===== src/hw/rtl/wsfd_pkg.sv =====
`default_nettype none
// ---------------------------------------------------------------------------
// wsfd_pkg
// Shared types for the WebSocket frame deframer: parse phases and the
// result item that travels from the parser to the output buffer.
// ---------------------------------------------------------------------------
package wsfd_pkg;

    // Header length codes and header field byte counts
    localparam logic [6:0] LEN_CODE_EXT16 = 7'd126;
    localparam logic [6:0] LEN_CODE_EXT64 = 7'd127;
    localparam logic [3:0] EXT16_BYTES    = 4'd2;
    localparam logic [3:0] EXT64_BYTES    = 4'd8;
    localparam logic [3:0] KEY_BYTES      = 4'd4;

    // Parse phase, one-hot
    typedef enum logic [5:0] {
        PH_B0    = 6'b000001,
        PH_B1    = 6'b000010,
        PH_EXT16 = 6'b000100,
        PH_EXT64 = 6'b001000,
        PH_KEY   = 6'b010000,
        PH_DATA  = 6'b100000
    } t_phase;

    // One result item
    typedef struct packed {
        logic [7:0]  payload_byte;
        logic [3:0]  opcode;
        logic        fin;
        logic        was_masked;
        logic [63:0] frame_length;
        logic        last_of_frame;
        logic        empty_frame;
    } t_result;

endpackage
`default_nettype wire


===== src/hw/rtl/wsfd_parser.sv =====
`default_nettype none
// ---------------------------------------------------------------------------
// wsfd_parser
// Frame header state machine and payload unmasking. Consumes one byte per
// accepted item and offers at most one result item in the same cycle.
// ---------------------------------------------------------------------------
module wsfd_parser (
    input  wire                   i_clk,
    input  wire                   i_rst_n,
    input  wire                   i_accept,
    input  wire  [7:0]            i_in_byte,
    output logic                  o_res_valid,
    output wsfd_pkg::t_result     o_res
);

    wsfd_pkg::t_phase r_phase, n_phase;
    logic [3:0]       r_hbc, n_hbc;
    logic [63:0]      r_len, n_len;
    logic [63:0]      r_idx, n_idx;
    logic [31:0]      r_key, n_key;
    logic             r_fin, n_fin;
    logic [3:0]       r_opcode, n_opcode;
    logic             r_masked, n_masked;

    logic [63:0]      idx_inc;
    logic [7:0]       key_byte;
    logic             is_last;

    assign idx_inc = r_idx + 64'd1;
    assign is_last = (idx_inc == r_len);

    // Select key byte by payload index mod 4, first key byte on top
    always_comb begin
        case (r_idx[1:0])
            2'd0:    key_byte = r_key[31:24];
            2'd1:    key_byte = r_key[23:16];
            2'd2:    key_byte = r_key[15:8];
            default: key_byte = r_key[7:0];
        endcase
    end

    // Next state and result for the byte at the input
    always_comb begin
        n_phase  = r_phase;
        n_hbc    = r_hbc;
        n_len    = r_len;
        n_idx    = r_idx;
        n_key    = r_key;
        n_fin    = r_fin;
        n_opcode = r_opcode;
        n_masked = r_masked;
        o_res_valid          = 1'b0;
        o_res.payload_byte   = 8'd0;
        o_res.last_of_frame  = 1'b1;
        o_res.empty_frame    = 1'b1;

        case (r_phase)
            wsfd_pkg::PH_B0: begin
                n_fin    = i_in_byte[7];
                n_opcode = i_in_byte[3:0];
                n_phase  = wsfd_pkg::PH_B1;
            end
            wsfd_pkg::PH_B1: begin
                n_masked = i_in_byte[7];
                n_key    = 32'd0;
                n_hbc    = 4'd0;
                if (i_in_byte[6:0] == wsfd_pkg::LEN_CODE_EXT16) begin
                    n_len   = 64'd0;
                    n_phase = wsfd_pkg::PH_EXT16;
                end else if (i_in_byte[6:0] == wsfd_pkg::LEN_CODE_EXT64) begin
                    n_len   = 64'd0;
                    n_phase = wsfd_pkg::PH_EXT64;
                end else begin
                    n_len = {57'd0, i_in_byte[6:0]};
                    if (i_in_byte[7]) begin
                        n_phase = wsfd_pkg::PH_KEY;
                    end else begin
                        n_idx = 64'd0;
                        if (i_in_byte[6:0] == 7'd0) begin
                            o_res_valid = 1'b1;
                            n_phase     = wsfd_pkg::PH_B0;
                        end else begin
                            n_phase = wsfd_pkg::PH_DATA;
                        end
                    end
                end
            end
            wsfd_pkg::PH_EXT16, wsfd_pkg::PH_EXT64: begin
                n_len = {r_len[55:0], i_in_byte};
                n_hbc = r_hbc + 4'd1;
                if ((r_phase == wsfd_pkg::PH_EXT16 && n_hbc == wsfd_pkg::EXT16_BYTES) ||
                    (r_phase == wsfd_pkg::PH_EXT64 && n_hbc == wsfd_pkg::EXT64_BYTES)) begin
                    n_hbc = 4'd0;
                    if (r_masked) begin
                        n_phase = wsfd_pkg::PH_KEY;
                    end else begin
                        n_idx = 64'd0;
                        if (n_len == 64'd0) begin
                            o_res_valid = 1'b1;
                            n_phase     = wsfd_pkg::PH_B0;
                        end else begin
                            n_phase = wsfd_pkg::PH_DATA;
                        end
                    end
                end
            end
            wsfd_pkg::PH_KEY: begin
                n_key = {r_key[23:0], i_in_byte};
                n_hbc = r_hbc + 4'd1;
                if (n_hbc == wsfd_pkg::KEY_BYTES) begin
                    n_hbc = 4'd0;
                    n_idx = 64'd0;
                    if (r_len == 64'd0) begin
                        o_res_valid = 1'b1;
                        n_phase     = wsfd_pkg::PH_B0;
                    end else begin
                        n_phase = wsfd_pkg::PH_DATA;
                    end
                end
            end
            wsfd_pkg::PH_DATA: begin
                o_res_valid         = 1'b1;
                o_res.payload_byte  = r_masked ? (i_in_byte ^ key_byte) : i_in_byte;
                o_res.last_of_frame = is_last;
                o_res.empty_frame   = 1'b0;
                n_idx               = idx_inc;
                if (is_last) begin
                    n_phase = wsfd_pkg::PH_B0;
                end
            end
            default: begin
                n_phase = wsfd_pkg::PH_B0;
            end
        endcase

        // Tag with the header fields as they stand after this byte
        o_res.opcode       = n_opcode;
        o_res.fin          = n_fin;
        o_res.was_masked   = n_masked;
        o_res.frame_length = n_len;
    end

    // Advance parse state on each accepted item
    always_ff @(posedge i_clk) begin
        if (!i_rst_n) begin
            r_phase  <= wsfd_pkg::PH_B0;
            r_hbc    <= 4'd0;
            r_len    <= 64'd0;
            r_idx    <= 64'd0;
            r_key    <= 32'd0;
            r_fin    <= 1'b0;
            r_opcode <= 4'd0;
            r_masked <= 1'b0;
        end else if (i_accept) begin
            r_phase  <= n_phase;
            r_hbc    <= n_hbc;
            r_len    <= n_len;
            r_idx    <= n_idx;
            r_key    <= n_key;
            r_fin    <= n_fin;
            r_opcode <= n_opcode;
            r_masked <= n_masked;
        end
    end

endmodule
`default_nettype wire


===== src/hw/rtl/wsfd_out_buf.sv =====
`default_nettype none
// ---------------------------------------------------------------------------
// wsfd_out_buf
// Output register with a skid stage. Takes a result item every cycle and
// stalls the input side only when the skid stage is occupied.
// ---------------------------------------------------------------------------
module wsfd_out_buf (
    input  wire                   i_clk,
    input  wire                   i_rst_n,
    input  wire                   i_push,
    input  wire  wsfd_pkg::t_result i_res,
    input  wire                   i_stall,
    output logic                  o_full,
    output logic                  o_valid,
    output wsfd_pkg::t_result     o_res
);

    logic              r_out_valid;
    wsfd_pkg::t_result r_out;
    logic              r_skid_valid;
    wsfd_pkg::t_result r_skid;
    logic              take;

    assign take    = r_out_valid & ~i_stall;
    assign o_full  = r_skid_valid;
    assign o_valid = r_out_valid;
    assign o_res   = r_out;

    // Control: refill output from skid first, else from the parser
    always_ff @(posedge i_clk) begin
        if (!i_rst_n) begin
            r_out_valid  <= 1'b0;
            r_skid_valid <= 1'b0;
        end else if (!r_out_valid || take) begin
            r_out_valid  <= r_skid_valid | i_push;
            r_skid_valid <= 1'b0;
        end else if (i_push) begin
            r_skid_valid <= 1'b1;
        end
    end

    // Data: hold while stalled
    always_ff @(posedge i_clk) begin
        if (!r_out_valid || take) begin
            r_out <= r_skid_valid ? r_skid : i_res;
        end else if (i_push) begin
            r_skid <= i_res;
        end
    end

endmodule
`default_nettype wire


===== src/hw/rtl/websocket_frame_deframer_top.sv =====
`default_nettype none
// A result item is registered into the output register, or the skid stage if stalled.
// One byte is accepted per cycle while o_stall is low; the parser state updates per byte.
// Header bytes produce no result; each payload byte (or an empty frame) produces one.
// The input stalls only while the skid stage behind the output register is occupied.
// Reset (synchronous, active low) returns the parser to the first header byte
// and empties the output register and skid stage.
// ---------------------------------------------------------------------------
// websocket_frame_deframer_top
// WebSocket receive-side deframer: header parse, payload unmasking, tagging.
// ---------------------------------------------------------------------------
module websocket_frame_deframer_top (
    input  wire         i_clk,
    input  wire         i_rst_n,
    input  wire         i_valid,
    input  wire  [7:0]  i_in_byte,
    output logic        o_stall,
    output logic        o_valid,
    output logic [7:0]  o_payload_byte,
    output logic [3:0]  o_opcode,
    output logic        o_fin,
    output logic        o_was_masked,
    output logic [63:0] o_frame_length,
    output logic        o_last_of_frame,
    output logic        o_empty_frame,
    input  wire         i_stall
);

    logic              accept;
    logic              res_valid;
    logic              buf_full;
    wsfd_pkg::t_result res;
    wsfd_pkg::t_result out_res;

    assign o_stall = buf_full;
    assign accept  = i_valid & ~buf_full;

    // Parse and unmask
    wsfd_parser u_parser (
        .i_clk       (i_clk),
        .i_rst_n     (i_rst_n),
        .i_accept    (accept),
        .i_in_byte   (i_in_byte),
        .o_res_valid (res_valid),
        .o_res       (res)
    );

    // Register results toward the output
    wsfd_out_buf u_out_buf (
        .i_clk   (i_clk),
        .i_rst_n (i_rst_n),
        .i_push  (accept & res_valid),
        .i_res   (res),
        .i_stall (i_stall),
        .o_full  (buf_full),
        .o_valid (o_valid),
        .o_res   (out_res)
    );

    assign o_payload_byte  = out_res.payload_byte;
    assign o_opcode        = out_res.opcode;
    assign o_fin           = out_res.fin;
    assign o_was_masked    = out_res.was_masked;
    assign o_frame_length  = out_res.frame_length;
    assign o_last_of_frame = out_res.last_of_frame;
    assign o_empty_frame   = out_res.empty_frame;

endmodule
`default_nettype wire


===== config.mk =====
export PLATFORM = sky130hd
export DESIGN_NAME = websocket_frame_deframer_top
export DESIGN_NICKNAME = d
export VERILOG_FILES = /design/src/hw/rtl/wsfd_pkg.sv /design/src/hw/rtl/wsfd_parser.sv /design/src/hw/rtl/wsfd_out_buf.sv /design/src/hw/rtl/websocket_frame_deframer_top.sv
export SDC_FILE = /design/constraint.sdc
export NUM_CORES = 1
export LEC_CHECK = 0
export BUFFER_PORTS_ARGS = -buffer_cell sky130_fd_sc_hd__buf_4
export CELL_PAD_IN_SITES_DETAIL_PLACEMENT = 1
export CELL_PAD_IN_SITES_GLOBAL_PLACEMENT = 1
export CORE_MARGIN = 4
export CORE_UTILIZATION = 44
export DETAILED_ROUTE_END_ITERATION = 10
export GPL_TIMING_DRIVEN = 0
export PLACE_DENSITY = 0.8
export SYNTH_ARGS = -nofsm -noshare
export SYNTH_HDL_FRONTEND = slang
export SYNTH_SLANG_ARGS = --single-unit

===== constraint.sdc =====
create_clock -name i_clk -period 7.3 [get_ports i_clk]
set_input_delay 1.095 -clock i_clk [delete_from_list [all_inputs] [get_ports i_clk]]
set_output_delay 1.095 -clock i_clk [all_outputs]
set_load 0.02 [all_outputs]

**Word level (Yosys, flattened, before mapping)**

Cells that the tools add are included.
W data, S select, Z words.

- Add/sub/neg operators: 2
- Equality and inequality tests: 21
- Muxes and demuxes: 43
- Bitwise operators: 9
- Reductions and logical operators: 19

Operator list:

| cell | count |
|---|---|
| $mux W64 | 7 |
| $pmux W64 S4 | 1 |
| $logic_not A64 Y1 | 2 |
| $pmux W64 S2 | 1 |
| $mux W80 | 1 |
| $add A64 B1 Y64 const B | 1 |
| $eq A64 B64 Y1 | 1 |
| $pmux W32 S2 | 1 |
| $mux W6 | 10 |
| $pmux W6 S5 | 1 |
| $pmux W8 S3 | 1 |
| $mux W8 | 2 |
| $eq A7 B7 Y1 const B | 2 |
| $mux W4 | 3 |
| $pmux W4 S3 | 1 |
| $mux W1 | 11 |
| $ne A2 B2 Y1 const B | 4 |
| $reduce_and A8 Y1 | 1 |
| $xor A8 B8 Y8 | 1 |
| $logic_not A7 Y1 | 1 |
| $mux W7 | 1 |
| $eq A6 B1 Y1 const B | 1 |
| $eq A6 B2 Y1 const B | 1 |
| $eq A6 B3 Y1 const B | 1 |
| 25 further kinds | 37 |

- Flip-flop bits (word level): 338
- Output and inout bits: 82
- Word-level logic and storage cells: 118

**Logic depth before layout (Yosys ltp)**

Gate-level depths: netlist of the first run.

- Depth after elaboration: 8
- Depth in mapped cells: 13

**Cells and area by module**

From an unflattened synthesis of the first run, not the netlist that was laid out.

- Cells, all modules: 1698
- Area, all modules: 17874.6 µm²

By module, submodules not included:

| module | times used | cells each | area each (µm²) |
|---|---|---|---|
| wsfd_parser | 1 | 1440 | 11609.9 |
| wsfd_out_buf | 1 | 256 | 6249.7 |
| websocket_frame_deframer_top | 1 | 2 | 15.0 |

**Least setup slack after synthesis of the first run**

Ideal clock, no wire load.

- Path type: input-to-reg
- Start: input i_stall
- End: register u_out_buf.r_skid[0] in the netlist's numbering, enable pin
- Library setup time: 0.519 ns
- Arrival: 6.478 ns
- Data required time: 6.781 ns
- Path slack: 0.303 ns
- Stages: 2
- Buffers on the path: 0
- Cells stage by stage: nand2_1 > nor2_1

- Cells in the longest elaborated chain, start to end: 5

RTL lines:

| element | line | source |
|---|---|---|
| start, declared | websocket_frame_deframer_top.sv:26 | `input wire i_stall` |
| $not A1 Y1 | wsfd_out_buf.sv:24 | `assign take = r_out_valid & ~i_stall;` |
| $and A1 B1 Y1 | wsfd_out_buf.sv:24 |  |
| $logic_or A1 B1 Y1 | wsfd_out_buf.sv:44 | `if (!r_out_valid \|\| take) begin` |
| $not A1 Y1 (no line) | -- |  |
| $reduce_and A2 Y1 (no line) | -- |  |
| end signal, assigned | wsfd_out_buf.sv:47 | `r_skid <= i_res;` |
| end, declared | wsfd_out_buf.sv:21 | `wsfd_pkg::t_result r_skid;` |

No other way between the ends.
A chain may end at the register's enable or synchronous reset.

**Final worst setup path of the first run**

- Start: register u_parser.r_len[2]
- End: register u_out_buf.r_skid[42] in the netlist's numbering, enable pin

- Cells in the longest elaborated chain, start to end: 7
- Elaborated cells between the ends (all ways): 10
- Classes of those cells: mux: 6; bitwise: 1; reduce/logical: 3

RTL lines:

| element | line | source |
|---|---|---|
| start, declared | wsfd_parser.sv:18 | `logic [63:0] r_len, n_len;` |
| start signal, assigned | wsfd_parser.sv:157 | `r_len <= n_len;` |
| $logic_not A64 Y1 | wsfd_parser.sv:98 | `if (n_len == 64'd0) begin` |
| $mux W1 | wsfd_parser.sv:98 |  |
| $mux W1 | wsfd_parser.sv:94 | `if (r_masked) begin` |
| $mux W1 | wsfd_parser.sv:91 | `if ((r_phase == wsfd_pkg::PH_EXT16 && n_hbc == wsfd_pkg::EXT16_BYTES) \|\|` |
| $pmux W1 S4 (*) | wsfd_parser.sv:57 | `case (r_phase)` |
| $and A1 B1 Y1 (*) | websocket_frame_deframer_top.sv:52 | `.i_push (accept & res_valid),` |
| $reduce_and A2 Y1 (no line) (*) | -- |  |

Mark *: on every way between the ends. The rest lies on a longest branch, timed or not.

==> run_results.csv, run 1 <==
group,metric,value,unit
synthesis,syn_inst,1749,
synthesis,synthTopCellsByArea,"edfxtp_1 (28%), dfxtp_1 (21%), nor2_1 (5.9%)",
grt,grt-busiest-layer,"met2",
clock_network,cts_root_buffer,"clkbuf_16",
routing,routedWlPerCell,26.02,um
timing,final_max_slew_viol_count,0,
worst_setup_path,cpMaxStageDelayCell,"nor2_4",
placement,place.gp.congestion,0.9737,
floorplan,fp.dieH,203.8,um
grt,antenna_found_initial,0,
floorplan,pin_count,94,
synthesis,yosys.area_share.adder,0.5191,%
clock_network,cts.clk_slew.worst_paths,0.06,ns
synthesis,synth_ff_type,"dfxtp_1",
clock_network,cts.sinks,338,
floorplan,core_area,37760,sq um
pwr,pwr_density_cell,233.5,nW/um^2
synthesis,synth_nets,1768,
pwr,peakVddDrop,0.0001251,V
pwr,intPower,3.433,mW
layout,syn2layout_area_growth,16.45,%
timing,slew_headroom,25.24,%
floorplan,rows,71,
placement,postPlaceCellArea,18300,sq um
clock_network,clk_latency,0.55,ns
synthesis,synth_mux_area_share,5.562,%
clock_network,cts_resized,0,
routing,drc,0,
synthesis,synthSimpleGateAreaFrac,22.38,%
layout,fin_nets,1904,
worst_setup_path,worst_path_most_repeated_cell,"nor4_1",
floorplan,die-area,41540,sq um
synthesis,ys_ff_latch,338,
timing,tightest_slew,1.111,ns
layout,regArea,8368,sq um
placement,post-place-ws,2.679,ns
timing,skew,0.02464,ns
routing,ant_nets,0,
floorplan,start_util,44.69,%
routing,routed_wl,63.14,mm
worst_setup_path,crit_chain,"clkbuf_1, nor4_1, nand4_1, nor4_1, nand3_1, nor2_1, a21oi_1, o21ai_0, nand2_1, nor2_4, buf_16, buf_12",
synthesis,yosysMostFrequentCell,"nor2_1",
layout,fin_util,52.04,%
routing,drt_iter0_drc,1399,
worst_setup_path,crit_type,"reg -> reg",
layout,fin_cells,2427,
timing,max_freq,211.0,MHz
clock_network,post-cts-setup-buffers,0,
run,drv_cap,0,
placement,portBuffers,91,
synthesis,yosys_warnings,0,
synthesis,synth_common_cells,"nor2_1 (263), dfxtp_1 (178), edfxtp_1 (160), clkbuf_1 (110), nor3_1 (98)",
pwr,leakage,7.040,nW
grt,overflow,0,
pwr,switchingPower,1.155,mW
synthesis,synth_edf_count,160,
worst_setup_path,cp_slowest_stage_delay,0.79,ns
timing,finalSetupViolCount,0,
grt,grt_max_degree,49,
hold_path,holdPathStages,2,
worst_setup_path,regToRegEndpoint,"u_out_buf.r_skid[42]",
grt,grt_pass1_wl,96.20,mm
worst_setup_path,r2r-start,"u_parser.r_len[2]",
layout,multiInputGateArea,7953,sq um
routing,routed_via_density,6.206,
layout,diodes,0,
pwr,comb_power_share,9.1,%
pwr,pwr-share-seq,46.3,%
pwr,p_clk_share,44.7,%
synthesis,synth_compound_area_share,12.79,%
routing,drt_pass1_iterations,6,
timing,fin_crit,4.739,ns
timing,grt_setup_unrepaired,"no",
worst_setup_path,r2r_slack,2.56,ns
timing,worst_slack,2.561,ns
layout,final_area,19650,sq um
timing,finalHoldViolCount,0,
synthesis,synth_top_family_by_area,"simple AND/OR/NAND/NOR gates",
hold_path,hp-class,"reg -> reg",
clock_network,hold_buffers,0,
worst_setup_path,end_kind,"register",
worst_setup_path,crit_fanout,32,
hold_path,min_from,"u_parser.r_opcode[2]",
routing,vias,15060,
pwr,switching_share,25.17,%
synthesis,synth_xor_xnor_area_share,5.792,%
layout,fillCellCount,4202,
clock_network,numCtsBuffers,39,
synthesis,synth_top_cell_by_area,"edfxtp_1",
synthesis,synth_top_area_share,28.48,%
run_status,status,"finished clean",
synthesis,avgSynthCellArea,9.646,sq um
timing,min_period_over_period,64.91,%
synthesis,ys_seq_area_share,49.60,%
placement,hpwl,46.43,mm
grt,met2_usage,48.24,%
grt,grtUsageMet3,5.411,%
worst_setup_path,ff2ff_path_depth,12,
synthesis,ys_async_sr_fraction,0,%
floorplan,die_x,203.8,um
synthesis,synth_cell_types,68,
layout,drive_gt1_share,14.20,%
placement,dp.cells,2355,
grt,grt.total_usage,29.97,%
grt,met1_usage,41.51,%
synthesis,syn_area,16870,sq um
worst_setup_path,required,7.53,ns
clock_network,tritoncts,"built",
timing,whs,0.4997,ns
worst_setup_path,cp.arrival,4.97,ns
grt,grt_pass1_vias,15310,
clock_network,htreeDepth,2,
clock_network,clockBufferDepth,3,
hold_path,worstHoldEndpoint,"u_parser.r_opcode[2]",
worst_setup_path,worstSetupStartpointType,"register",
==> power by group through the flow <==
stage          Sequential (mW)  Combinational, mW  Clock [mW]
2_1_floorplan             2.16              0.214           0
6_report                  2.12              0.417        2.05
3_3_place_gp              2.15              0.390           0
3_5_place_dp              2.16              0.406           0
5_1_grt                   2.12              0.446        2.16
4_1_cts                   2.12              0.415        2.07
==> metrics by stage <==
| step | TNS, ns | power [mW] |
|---|---|---|
| global route | 0 | 4.725 |
| CTS | 0 | 4.601 |
| global placement | -156.59 | 2.542 |
| detailed placement | 0 | 2.563 |
| floorplan | 0 | 2.379 |
| finish | 0 | 4.587 |
==> routing by layer <==
metal  vias up  wire, um
li1       6740         -
met1      7536     26810
met2       652     29350
met3       134      5051
met4         0      1936
met5         -         0
==> area by class of cell <==
type | count | area share [%]
Inverter | 9 | 0.1720
Tap cell | 511 | 3.254
Buffer | 137 | 2.707
Sequential cell | 338 | 42.59
Timing Repair Buffer | 95 | 3.917
Clock buffer | 48 | 5.617
Clock inverter | 24 | 1.261
Multi-Input combinational cell | 1265 | 40.48
==> cells in the final DEF, fill, tap and decap left out, types with 76 or more instances in the layout <==
cell type	n
nor2_1	262
mux2_2	78
dfxtp_1	178
buf_4	91
xnor2_1	76
o21ai_0	76
clkbuf_1	113
a21oi_1	95
nand2_1	87
edfxtp_1	160
nor3_1	98
==> kinds of logic (layout without fill, tap and decap cells) <==
family                     Yosys count  count (layout)
AOI/OAI and AO/OA                  328             328
xor gates and xnor gates           110             110
adders and majority gates            7               7
buffers and inverters              146             313
DFF                                338             338
muxes                               84              84
and+or+nand+nor                    736             736
==> how the worst max path moves through the flow <==
stage                                  from              endpoint  slack (ns)
after floorplan                     i_stall   u_out_buf.r_skid[0]        0.30
after global placement              i_stall  u_out_buf.r_skid[49]       -1.97
after detailed placement  u_parser.r_len[2]  u_out_buf.r_skid[49]        2.68
after CTS                 u_parser.r_len[2]  u_out_buf.r_skid[34]        2.61
after global routing      u_parser.r_len[2]  u_out_buf.r_skid[46]        2.39
final                     u_parser.r_len[2]  u_out_buf.r_skid[42]        2.56
==> registers in the layout, indices dropped and copies added, names as in the netlist <==
name	count
u_out_buf.o_valid	1
u_out_buf.o_full	1
u_out_buf.r_skid	80
u_parser.r_fin	1
u_out_buf.o_res	80
u_parser.r_hbc	4
u_parser.r_idx	64
u_parser.r_masked	1
u_parser.r_opcode	4
u_parser.r_len	64
u_parser.r_key	32
u_parser.r_phase	6
==> critical path, delay by kind of cell (launching register included) <==
family	cells	cell delay, ns
buffers and inverters	3	0.76
and+or+nand+nor	7	3.12
DFF	1	0.31
AOI/OAI and AO/OA	2	0.19
Note: power is estimated with default switching activity, not from simulation.
==> run 2, diff against run 1 <==
PLACE_DENSITY = 0.77   (was 0.8)
clock period = 4.8 ns   (was 7.3 ns; I/O delays follow)
==> run 2 against run 1 <==
Critical path depth is the same. Combinational power grew 51%. Count of clock-buffer cells in the layout grew 4.
==> run_results.csv, run 2 (same netlist as run 1, synthesis figures left out) <==
group,metric,value,unit
hold_path,min_from,"i_in_byte[3]",
clock_network,numCtsBuffers,38,
clock_network,clk_latency,0.55,ns
timing,worst_slack,0.2740,ns
clock_network,cts.sinks,338,
clock_network,tritoncts,"built",
placement,post-place-ws,-0.1031,ns
grt,overflow,0,
layout,final_common_cell,"nor2_1",
floorplan,die_x,203.8,um
grt,grt_max_degree,49,
clock_network,cts.clk_slew.worst_paths,0.06,ns
layout,fin_cells,2424,
routing,vias,15120,
floorplan,fp.dieH,203.8,um
layout,syn2layout_area_growth,15.66,%
floorplan,core_area,37760,sq um
grt,grt_pass1_wl,93.63,mm
clock_network,post-cts-setup-buffers,0,
worst_setup_path,crit_chain,"ha_1, and3_1, buf_2, nand4_1, nor3_1, nand2_1, xnor2_1, o2111ai_1, nand4b_1, o21ai_2, nand2_2, o31ai_2",
worst_setup_path,crit_type,"reg -> reg",
layout,final_area,19510,sq um
grt,grt_pass1_vias,15270,
routing,routed_via_density,6.237,
layout,fillCellCount,4269,
timing,grt_setup_unrepaired,"no",
timing,max_freq,220.9,MHz
clock_network,htreeDepth,2,
worst_setup_path,crit_fanout,9,
floorplan,die-area,41540,sq um
floorplan,pin_count,94,
worst_setup_path,cp_top_family,"simple AND/OR/NAND/NOR gates",
clock_network,cts_resized,1,
placement,dp.cells,2354,
layout,fin_util,51.69,%
placement,place.gp.congestion,1.018,
pwr,pwr_density_cell,346.7,nW/um^2
layout,drive_gt1_share,13.75,%
routing,ant_nets,0,
timing,skew,0.02006,ns
worst_setup_path,cp.arrival,4.99,ns
worst_setup_path,r2r-start,"u_parser.r_idx[0]",
timing,finalSetupViolCount,0,
run,drv_cap,0,
timing,whs,0.5033,ns
placement,postPlaceCellArea,18280,sq um
worst_setup_path,r2r_slack,0.27,ns
routing,drt_pass1_iterations,5,
layout,fin_nets,1902,
floorplan,rows,71,
worst_setup_path,worstSetupStartpointType,"register",
routing,drt_iter0_drc,1405,
worst_setup_path,cp_slowest_stage_delay,1.07,ns
layout,regArea,8368,sq um
grt,grt.total_usage,28.97,%
layout,diodes,0,
worst_setup_path,required,5.26,ns
worst_setup_path,regToRegEndpoint,"u_parser.r_phase[1]",
pwr,peakVddDrop,0.0001939,V
clock_network,clockBufferDepth,3,
clock_network,cts_root_buffer,"clkbuf_16",
run_status,status,"finished clean",
routing,routedWlPerCell,25.36,um
grt,antenna_found_initial,0,
timing,tightest_slew,1.223,ns
worst_setup_path,crit_buf_inv,1,
routing,drc,0,
pwr,leakage,6.966,nW
timing,min_period_over_period,94.29,%
worst_setup_path,cpMaxStageDelayCell,"nor3_1",
worst_setup_path,ff2ff_path_depth,12,
floorplan,start_util,44.69,%
routing,routed_wl,61.47,mm
timing,finalHoldViolCount,0,
layout,final_cell_mix,"nor2_1 (261), dfxtp_1 (178), edfxtp_1 (160)",
timing,fin_crit,4.526,ns
timing,final_max_slew_viol_count,0,
clock_network,hold_buffers,0,
hold_path,worstHoldEndpoint,"u_parser.r_key[3]",
hold_path,holdPathStages,3,
placement,hpwl,45.50,mm
hold_path,hp-class,"in -> reg",
layout,multiInputGateArea,7960,sq um
placement,portBuffers,91,
worst_setup_path,end_kind,"register",
timing,slew_headroom,17.86,%
-- run 2: worst max-delay path by stage --
stage	slack [ns]	depth (start not counted)	start	end
finish	0.27	12	u_parser.r_idx[0]	u_parser.r_phase[1]
global route	0.11	12	u_parser.r_phase[4]	u_parser.r_idx[16]
CTS	0.22	12	u_parser.r_phase[4]	u_parser.r_idx[56]
detailed placement	-0.10	12	u_parser.r_phase[4]	u_parser.r_idx[16]
global placement	-1.31	10	u_parser.r_len[2]	u_out_buf.r_skid[49]
floorplan	0.09	9	i_in_byte[6]	u_out_buf.r_skid[0]
-- run 2: per-layer routing --
metal	GRT usage [%]	wire, um	vias to the layer above
met2	46.39	28120	656
met5	0	0	-
li1	-	-	6741
met3	4.459	4609	155
met4	10.50	2317	0
met1	40.13	26420	7566
-- run 2: area by class of cell --
| cell class | instances | share of cell area (%) |
|---|---|---|
| inverters | 9 | 0.1731 |
| clock buffers | 52 | 5.457 |
| flip-flops and latches | 338 | 42.88 |
| repair buffers | 94 | 3.847 |
| well taps | 511 | 3.276 |
| plain buffers | 137 | 2.725 |
| clock inverters | 18 | 0.8464 |
| multi-input cells | 1265 | 40.79 |
-- run 2: worst register-to-register path, cell delays in order, from the launching register on --
cell,delay [ns]
dfxtp_1,0.57
ha_1,0.30
and3_1,0.17
buf_2,0.19
nand4_1,0.38
nor3_1,1.07
nand2_1,0.29
xnor2_1,0.35
o2111ai_1,0.15
nand4b_1,0.23
o21ai_2,0.37
nand2_2,0.19
o31ai_2,0.20
-- run 2: power by group --
part / switching, mW / internal, mW
sequential: 0.111 / 3.11
combinational: 0.385 / 0.244
clock: 1.23 / 1.68
total: 1.73 / 5.03
-- run 2: stage by stage --
| stage | total power [mW] | TNS, ns |
|---|---|---|
| finish | 6.765 | 0 |
| detailed placement | 3.894 | -0.7717 |
| CTS | 6.796 | 0 |
| floorplan | 3.619 | 0 |
| global route | 6.966 | 0 |
| global placement | 3.863 | -104.00 |
